<file path="src/hdl/sensor_bringup_supervisor_assert.svh">
// Assertion shorthands used by the supervisor RTL.
`ifndef SENSOR_BRINGUP_SUPERVISOR_ASSERT_SVH
`define SENSOR_BRINGUP_SUPERVISOR_ASSERT_SVH

// Same-cycle implication, checked at every rising clock edge outside reset.
`define SBS_ASSERT_NOW(label, ante, cons, msg) \
   label: assert property (@(posedge clock) disable iff (reset) (ante) |-> (cons)) \
      else $error(msg);

// Next-cycle implication, checked at every rising clock edge outside reset.
`define SBS_ASSERT_NEXT(label, ante, cons, msg) \
   label: assert property (@(posedge clock) disable iff (reset) (ante) |=> (cons)) \
      else $error(msg);

`endif

</file>
<file path="src/hdl/sbs_pkg.sv">
package sbs_pkg;

   localparam int TIME_BITS_DEF  = 32;
   localparam int COUNT_BITS_DEF = 32;

   // event kinds
   localparam logic [1:0] FUNC_QUERY     = 2'd0;
   localparam logic [1:0] FUNC_ATTEMPT   = 2'd1;
   localparam logic [1:0] FUNC_READ_OK   = 2'd2;
   localparam logic [1:0] FUNC_READ_FAIL = 2'd3;

   // status codes
   localparam logic [1:0] STATUS_NOT_ATTEMPTED = 2'd0;
   localparam logic [1:0] STATUS_READY         = 2'd1;
   localparam logic [1:0] STATUS_READY_FAILING = 2'd2;
   localparam logic [1:0] STATUS_UNAVAILABLE   = 2'd3;

   // configuration registers
   localparam int CSR_INDEX_BITS = 1;
   localparam int CSR_DATA_BITS  = 32;
   localparam logic [CSR_INDEX_BITS-1:0] CSR_RETRY_INTERVAL = 1'd0;
   localparam logic [CSR_INDEX_BITS-1:0] CSR_FAILURE_LIMIT  = 1'd1;

   localparam logic [31:0] RETRY_INTERVAL_RESET = 32'd1000;
   localparam logic [15:0] FAILURE_LIMIT_RESET  = 16'd3;

   typedef struct packed {
      logic [1:0]  func;
      logic [31:0] now;
      logic        ok;
   } req_type;

   typedef struct packed {
      logic        should_attempt;
      logic        ready_res;
      logic        dropped;
      logic [1:0]  status;
      logic [31:0] attempts_count;
      logic [31:0] attempt_fail_count;
      logic [31:0] read_ok_count;
      logic [31:0] read_fail_count;
      logic [31:0] fail_streak;
      logic [31:0] drop_count;
   } rsp_type;

endpackage

</file>
<file path="src/hdl/sensor_bringup_supervisor.sv">
// Sensor bring-up supervisor.
// Input channel req_*: one event item per handshake (query, bring-up result,
// read success, read failure) stamped with the current tick. Result channel
// rsp_*: exactly one result item per event, in order, with the retry decision,
// the status code, the drop flag and six saturating counters.
// Configuration port csr_*: retry_interval (index 0), failure_limit (index 1);
// write only while no event is in flight.
// The result of an accepted event is registered, into the result register or,
// while the receiver stalls, the skid entry. One event per cycle while req_stall
// is low; the supervisor state is updated in the accepting cycle, so the next event sees it.
// A result register plus one skid entry sit on the output: while the receiver
// stalls, one more event is taken into the skid entry, then req_stall rises
// and stays high until the result register drains.
// Reset (synchronous, active high) clears the supervisor state and counters,
// empties the output stages and loads the register defaults (retry interval
// 1000 ticks, failure limit 3).
`include "sensor_bringup_supervisor_assert.svh"

module sensor_bringup_supervisor
   import sbs_pkg::*;
#(
   parameter int TIME_BITS  = TIME_BITS_DEF,
   parameter int COUNT_BITS = COUNT_BITS_DEF
) (
   input  logic                      clock,
   input  logic                      reset,

   input  logic                      req_valid,
   output logic                      req_stall,
   input  req_type                   req_data,

   output logic                      rsp_valid,
   input  logic                      rsp_stall,
   output rsp_type                   rsp_data,

   input  logic                      csr_wen,
   input  logic [CSR_INDEX_BITS-1:0] csr_index,
   input  logic [CSR_DATA_BITS-1:0]  csr_wdata
);

   localparam int SUM_BITS = ((TIME_BITS > 32) ? TIME_BITS : 32) + 1;
   localparam int CMP_BITS = (COUNT_BITS > 16) ? COUNT_BITS : 16;
   localparam logic [TIME_BITS-1:0] TIME_MAX = '1;

   typedef logic [COUNT_BITS-1:0] count_type;

   function automatic count_type sat_inc(input count_type v);
      return (&v) ? v : v + 1'b1;
   endfunction

   logic [31:0]          retry_interval_ff, retry_interval_in;
   logic [15:0]          failure_limit_ff, failure_limit_in;

   logic                 up_flag_ff, up_flag_in;
   logic                 tried_flag_ff, tried_flag_in;
   logic [TIME_BITS-1:0] retry_at_ff, retry_at_in;
   count_type            attempts_ff, attempts_in;
   count_type            attempt_fails_ff, attempt_fails_in;
   count_type            read_oks_ff, read_oks_in;
   count_type            read_fails_ff, read_fails_in;
   count_type            streak_ff, streak_in;
   count_type            drops_ff, drops_in;

   logic                 rsp_valid_ff, rsp_valid_in;
   rsp_type              rsp_data_ff, rsp_data_in;
   logic                 skid_valid_ff, skid_valid_in;
   rsp_type              skid_data_ff, skid_data_in;

   logic                 req_accept;
   logic                 rsp_accept;
   logic [TIME_BITS-1:0] now_t;
   logic [SUM_BITS-1:0]  retry_sum;
   logic [TIME_BITS-1:0] retry_sat;
   logic                 dropped_now;
   rsp_type              rsp_next;

   assign req_stall  = skid_valid_ff;
   assign rsp_valid  = rsp_valid_ff;
   assign rsp_data   = rsp_data_ff;
   assign req_accept = req_valid && !req_stall;
   assign rsp_accept = rsp_valid_ff && !rsp_stall;

   // configuration writes
   always_comb begin
      retry_interval_in = retry_interval_ff;
      failure_limit_in  = failure_limit_ff;
      if (csr_wen) begin
         unique case (csr_index)
            CSR_RETRY_INTERVAL: retry_interval_in = csr_wdata;
            CSR_FAILURE_LIMIT:  failure_limit_in  = csr_wdata[15:0];
            default: ;
         endcase
      end
   end

   // event processing
   always_comb begin
      up_flag_in       = up_flag_ff;
      tried_flag_in    = tried_flag_ff;
      retry_at_in      = retry_at_ff;
      attempts_in      = attempts_ff;
      attempt_fails_in = attempt_fails_ff;
      read_oks_in      = read_oks_ff;
      read_fails_in    = read_fails_ff;
      streak_in        = streak_ff;
      drops_in         = drops_ff;
      dropped_now      = 1'b0;

      now_t     = TIME_BITS'(req_data.now);
      retry_sum = SUM_BITS'(now_t) + SUM_BITS'(retry_interval_ff);
      // clamp at the largest tick when the sum leaves the time range
      retry_sat = (retry_sum[SUM_BITS-1:TIME_BITS] != '0) ? TIME_MAX
                                                          : retry_sum[TIME_BITS-1:0];

      if (req_accept) begin
         unique case (req_data.func)
            FUNC_QUERY: ;
            FUNC_ATTEMPT: begin
               tried_flag_in = 1'b1;
               attempts_in   = sat_inc(attempts_ff);
               if (req_data.ok) begin
                  up_flag_in = 1'b1;
                  streak_in  = '0;
               end else begin
                  attempt_fails_in = sat_inc(attempt_fails_ff);
                  retry_at_in      = retry_sat;
               end
            end
            FUNC_READ_OK: begin
               read_oks_in = sat_inc(read_oks_ff);
               streak_in   = '0;
            end
            FUNC_READ_FAIL: begin
               read_fails_in = sat_inc(read_fails_ff);
               streak_in     = sat_inc(streak_ff);
               if (up_flag_ff && (failure_limit_ff != '0) &&
                   (CMP_BITS'(streak_in) >= CMP_BITS'(failure_limit_ff))) begin
                  up_flag_in  = 1'b0;
                  drops_in    = sat_inc(drops_ff);
                  retry_at_in = now_t;
                  dropped_now = 1'b1;
               end
            end
            default: ;
         endcase
      end

      rsp_next.should_attempt = !up_flag_in && (!tried_flag_in || (now_t >= retry_at_in));
      rsp_next.ready_res      = up_flag_in;
      rsp_next.dropped        = dropped_now;
      if (up_flag_in) begin
         rsp_next.status = (streak_in != '0) ? STATUS_READY_FAILING : STATUS_READY;
      end else begin
         rsp_next.status = tried_flag_in ? STATUS_UNAVAILABLE : STATUS_NOT_ATTEMPTED;
      end
      rsp_next.attempts_count     = 32'(attempts_in);
      rsp_next.attempt_fail_count = 32'(attempt_fails_in);
      rsp_next.read_ok_count      = 32'(read_oks_in);
      rsp_next.read_fail_count    = 32'(read_fails_in);
      rsp_next.fail_streak        = 32'(streak_in);
      rsp_next.drop_count         = 32'(drops_in);
   end

   // output register and skid entry
   always_comb begin
      rsp_valid_in  = rsp_valid_ff;
      rsp_data_in   = rsp_data_ff;
      skid_valid_in = skid_valid_ff;
      skid_data_in  = skid_data_ff;
      if (rsp_accept || !rsp_valid_ff) begin
         if (skid_valid_ff) begin
            // drain the skid entry first; no item is taken while it is full
            rsp_valid_in  = 1'b1;
            rsp_data_in   = skid_data_ff;
            skid_valid_in = 1'b0;
         end else begin
            rsp_valid_in = req_accept;
            if (req_accept) begin
               rsp_data_in = rsp_next;
            end
         end
      end else if (req_accept) begin
         skid_valid_in = 1'b1;
         skid_data_in  = rsp_next;
      end
   end

   always_ff @(posedge clock) begin
      if (reset) begin
         retry_interval_ff <= RETRY_INTERVAL_RESET;
         failure_limit_ff  <= FAILURE_LIMIT_RESET;
         up_flag_ff        <= 1'b0;
         tried_flag_ff     <= 1'b0;
         retry_at_ff       <= '0;
         attempts_ff       <= '0;
         attempt_fails_ff  <= '0;
         read_oks_ff       <= '0;
         read_fails_ff     <= '0;
         streak_ff         <= '0;
         drops_ff          <= '0;
         rsp_valid_ff      <= 1'b0;
         skid_valid_ff     <= 1'b0;
      end else begin
         retry_interval_ff <= retry_interval_in;
         failure_limit_ff  <= failure_limit_in;
         up_flag_ff        <= up_flag_in;
         tried_flag_ff     <= tried_flag_in;
         retry_at_ff       <= retry_at_in;
         attempts_ff       <= attempts_in;
         attempt_fails_ff  <= attempt_fails_in;
         read_oks_ff       <= read_oks_in;
         read_fails_ff     <= read_fails_in;
         streak_ff         <= streak_in;
         drops_ff          <= drops_in;
         rsp_valid_ff      <= rsp_valid_in;
         skid_valid_ff     <= skid_valid_in;
      end
   end

   always_ff @(posedge clock) begin
      rsp_data_ff  <= rsp_data_in;
      skid_data_ff <= skid_data_in;
   end

   `SBS_ASSERT_NOW(a_skid_behind_out, skid_valid_ff, rsp_valid_ff, "skid entry full while output empty")
   `SBS_ASSERT_NEXT(a_accept_gives_rsp, req_accept, rsp_valid_ff, "accepted item produced no result")
   `SBS_ASSERT_NOW(a_up_implies_tried, up_flag_ff, tried_flag_ff, "sensor up without any bring-up")
   `SBS_ASSERT_NOW(a_drop_unavailable, rsp_valid_ff && rsp_data_ff.dropped, !rsp_data_ff.ready_res && (rsp_data_ff.status == STATUS_UNAVAILABLE), "drop result not unavailable")
   `SBS_ASSERT_NOW(a_ready_no_attempt, rsp_valid_ff && rsp_data_ff.ready_res, !rsp_data_ff.should_attempt, "attempt requested while sensor up")

endmodule
</file>
<file path="config.mk">
export PLATFORM = sky130hd
export DESIGN_NAME = sensor_bringup_supervisor
export DESIGN_NICKNAME = d
export VERILOG_FILES = /design/src/hdl/sbs_pkg.sv /design/src/hdl/sensor_bringup_supervisor.sv
export VERILOG_INCLUDE_DIRS = /design/src /design/src/hdl
export SDC_FILE = /design/constraint.sdc
export NUM_CORES = 1
export LEC_CHECK = 0
export BUFFER_PORTS_ARGS = -buffer_cell sky130_fd_sc_hd__buf_2
export CAP_MARGIN = 40
export CORE_MARGIN = 2
export CORE_UTILIZATION = 30
export CTS_CLUSTER_DIAMETER = 50
export DETAILED_ROUTE_END_ITERATION = 16
export PLACE_DENSITY = 0.53
export SETUP_SLACK_MARGIN = 0.5
export SLEW_MARGIN = 20
export SYNTH_ARGS = -nofsm -noshare
export SYNTH_HDL_FRONTEND = slang
export SYNTH_SLANG_ARGS = --single-unit
</file>
<file path="constraint.sdc">
create_clock -name clock -period 17.1 [get_ports clock]
set_input_delay 3.42 -clock clock [delete_from_list [all_inputs] [get_ports clock]]
set_output_delay 3.42 -clock clock [all_outputs]
set_load 0.05 [all_outputs]
</file>
==> key figures <==
Floorplan
  • Horiz. Die Dim: around 330 um
  • Starting density of the core: just over 30%
  • Core area: slightly above 100000 sq um
  • Total die area: 107000 sq um
  • Row cnt: about 120
  • Die H: roughly 330 um
  • I/O pins: between 200 and 300

Critical path
  • R2R setup slack: around 9600 ps
  • CP max FO: 23
  • Worst setup EP type: register
  • Reg-to-reg endpoint: rsp_data[196]$_DFFE_PP_
  • Startpoint types: primary input
  • Reg-to-Reg Start: streak_ff[14]$_SDFF_PP0_
  • Worst R2R Path Depth: 26
  • CP Class: in -> reg
  • Worst Path Arrival: a little over 8000 ps
  • Worst EP required: ~18000 ps

Yosys
  • Synth Register Bits: 670
  • Simple logic cell fraction of the synthesized area: between 10% and 20%
  • Yosys Warn Count: 0
  • Post-synth top area share: 37.9%
  • Post-synth cell types: a little over 80
  • Main area contributors after synthesis: edfxtp_1 (38%), dfxtp_1 (18%), mux2_2 (6.5%), nor2b_1 (3.6%), ha_1 (3.5%)
  • Post-synthesis async set-or-reset flop share: 0%
  • Post-Synth XOR/XNOR Area: 5.20%
  • EDFF count, synth: a little under 400
  • Top_reg_cell synth: edfxtp_1
  • Post-synthesis sequential area ratio: 55.7%
  • Net Count, Synth: approximately 3000
  • Gate Count Post-Synth: ~2800
  • Top cell type by total area after synthesis: edfxtp_1
  • Largest family of logic cells by synthesized area: simple AND/OR/NAND/NOR gates
  • Synth Area per Inst: between 10 and 15 sq um
  • Post-synthesis mux area share: 6.82%
  • Synth Area in Adders: 3.51%
  • Synth Area in Compound Gates: approximately a tenth
  • Synthesized cell area: a little over 30000 sq um

GRT
  • Initial antenna violation count: 7
  • Largest net degree at the start of global routing: approximately 150
  • Total grt overflow: 0
  • First-pass GRT wire length: 131000 um
  • Vias in the first global route: ~21000
  • Global-route usage over all layers: between 15 and 20%

Clock tree
  • Clk_lat worst skew: between 600 and 700 ps
  • Post-cts resize count: 0
  • Maximum buffer depth of the clock tree: 3
  • TritonCTS clock tree: built
  • Clock Sinks: 670
  • Clock root buffer: clkbuf_16
  • Hold-fix buffers at CTS: 0
  • Post-CTS setup buffer count: 0
  • H-tree levels: 3
  • Total CTS buffers: between 90 and 100
  • CTS clock-pin slew for the worst setup and hold paths: around 60 ps

Detailed routing
  • DR vias: around 22000
  • Routed WL: 85700 um
  • TritonRoute pass-1 iters: 5
  • DRC: 0
  • Per-cell routed wire length: about 19 um
  • Initial DRC count: 1432
  • DR vias/cell: ~5
  • Routed Antenna Nets: 0

STA
  • Worst-margin pin slew: 1120 ps
  • Final min period: roughly 7700 ps
  • Setup violations, final: 0
  • Worst rel slew slack: around 25%
  • Setup TNS: 0 ps
  • Clock Skew: between 20 and 25 ps
  • Max Transition Viols Final: 0
  • RSZ-0062 raised after global routing: false
  • Peak Freq: 129 MHz
  • Final Hold Vio Count: 0
  • Tcrit/Tclk final: 45.2%

Pwr
  • Leakage power: roughly 14 nW
  • Overall Power: about 4.1 mW
  • PwrDens: roughly 110 nW/um^2
  • Worst vdd ir: around 0.074 mV

Job
  • Max cap viols: 0

Min path
  • Hold WC Path Type: reg -> reg
  • HP Start: retry_interval_ff[23]$_SDFFE_PP0P_
  • WHS Path Cells: 2
  • Worst min-delay path endpoint: retry_interval_ff[23]$_SDFFE_PP0P_

Cells and area
  • Nets@finish: about 3200
  • Synthesis-to-layout area growth: 19.9%
  • Share of layout cells above drive strength 1: 21.6%

Place
  • DP Wirelength: ~59000 um
  • Placer Congestion: between 0.8 and 0.9
  • Input/output buffers: ~270

Status
  • Status: finished clean
state kept, by name (all words and copies together), names as in the netlist, 16 cells and up:
register,count
rsp_data,197
retry_interval_ff,32
retry_at_ff,32
failure_limit_ff,16
streak_ff,32
read_oks_ff,32
skid_data_ff,197
read_fails_ff,32
drops_ff,32
attempts_ff,32
attempt_fails_ff,32
worst max-delay path by stage:
stage	from	end	slack [ps]	cells past startpoint
2_1_floorplan	req_valid	rsp_data[0]$_DFFE_PP_	3310	2
3_3_place_gp	req_data[1]	rsp_data[196]$_DFFE_PP_	8760	23
3_5_place_dp	req_data[1]	rsp_data[196]$_DFFE_PP_	8720	23
4_1_cts	req_data[1]	rsp_data[196]$_DFFE_PP_	9420	23
5_1_grt	req_data[1]	rsp_data[196]$_DFFE_PP_	8940	23
6_report	req_data[1]	rsp_data[196]$_DFFE_PP_	9360	21
kinds of logic (layout without fill, tap and decap cells):
kind of cell,count (synthesis),in the layout
AO/OA/AOI/OAI,475,475
buffers and inverters,205,548
XOR/XNOR,185,185
adder cells (fa/ha/maj),87,87
other,0,4
multiplexers,190,190
AND/OR/NAND/NOR,993,993
flip-flops,670,670
area by class of cell:
type	count	area, sq um
Fill cell	10343	65900
Sequential cell	670	17400
Multi-Input combinational cell	1930	13100
Clock buffer	122	2650
Timing Repair Buffer	306	1740
Tap cell	1380	1730
Clock inverter	55	607
Inverter	65	251
Antenna cell	4	10.0
critical path, cell delays in order:
cell and delay (ps):
buf_2 100, ha_1 160, inv_1 60, fa_1 390, nand2b_1 200, a211oi_1 560, o211ai_1 290, a211oi_1 300
or2_2 490, o22ai_1 160, a221o_1 330, ha_1 280, o21ai_0 70, nand2b_1 80, a21oi_1 70, or4_1 530
o21ai_0 180, o21ai_0 100, o2111ai_1 110, a41oi_1 90, o31ai_1 230
power breakdown:
part | internal, mW | switching (mW) | leakage, nW
logic | 0.0971 | 0.261 | 6.90
registers | 1.76 | 0.0245 | 5.83
clock network | 1.21 | 0.782 | 1.60
total | 3.06 | 1.07 | 14.3
through the flow:
stage / util, % / worst slack, ps / hold WS, ps / instances / cell area (sq um)
floorplan: - / 3310 / 440 / 2805 / 31200
CTS: 36.1 / 9420 / 462 / 4525 / 37300
global route: 36.2 / 8940 / 481 / 4529 / 37400
global placement: 32.9 / 8760 / 450 / 4344 / 34000
detailed placement: 33.0 / 8720 / 455 / 4348 / 34100
finish: 36.2 / 9360 / 461 / 4532 / 37400
cells in the final DEF, fill, tap and decap left out, types with 10 or more instances in the layout:
cell,synthesis,routed
and2_1,24,24
buf_4,2,26
nand3b_1,12,12
clkbuf_16,0,97
nor2_1,159,157
a31oi_1,29,29
o221ai_1,11,11
clkbuf_8,0,13
clkbuf_1,115,12
inv_1,65,64
a21oi_1,142,140
nor3_1,27,27
o21a_1,10,10
o31ai_1,20,20
a211oi_1,19,19
clkinv_2,0,12
a21o_1,32,32
buf_2,13,270
inv_6,0,14
o21ai_0,96,96
edfxtp_1,394,394
xor2_1,68,68
or4_1,12,12
nor2b_1,181,180
and3_1,48,48
a221oi_1,10,10
nand2b_1,13,13
dfxtp_1,276,276
or3_1,21,21
nor4_1,28,27
nand3_1,87,87
nand2_1,282,282
mux2_2,181,181
nand4_1,52,52
and4_1,23,23
xnor2_1,117,117
ha_1,86,86
synthesized netlist by cell type, types with 11 or more instances:
cell      instances
a211oi_1         19
a21o_1           32
a21oi_1         142
a31oi_1          29
and2_1           24
and3_1           48
and4_1           23
buf_2            13
clkbuf_1        115
dfxtp_1         276
edfxtp_1        394
ha_1             86
inv_1            65
mux2_2          181
nand2_1         282
nand2b_1         13
nand3_1          87
nand3b_1         12
nand4_1          52
nor2_1          159
nor2b_1         181
nor3_1           27
nor4_1           28
o21ai_0          96
o221ai_1         11
o31ai_1          20
or3_1            21
or4_1            12
xnor2_1         117
xor2_1           68
routing by layer:
metal	vias to the layer above	part of all wire, %	global-route usage, %
met5	-	0.072	0
met4	10	3.5	6.41
met3	160	4.9	2.78
met2	592	44	24.2
met1	10599	47	22.0
li1	10795	-	-
(Power assumes the default switching activity.)
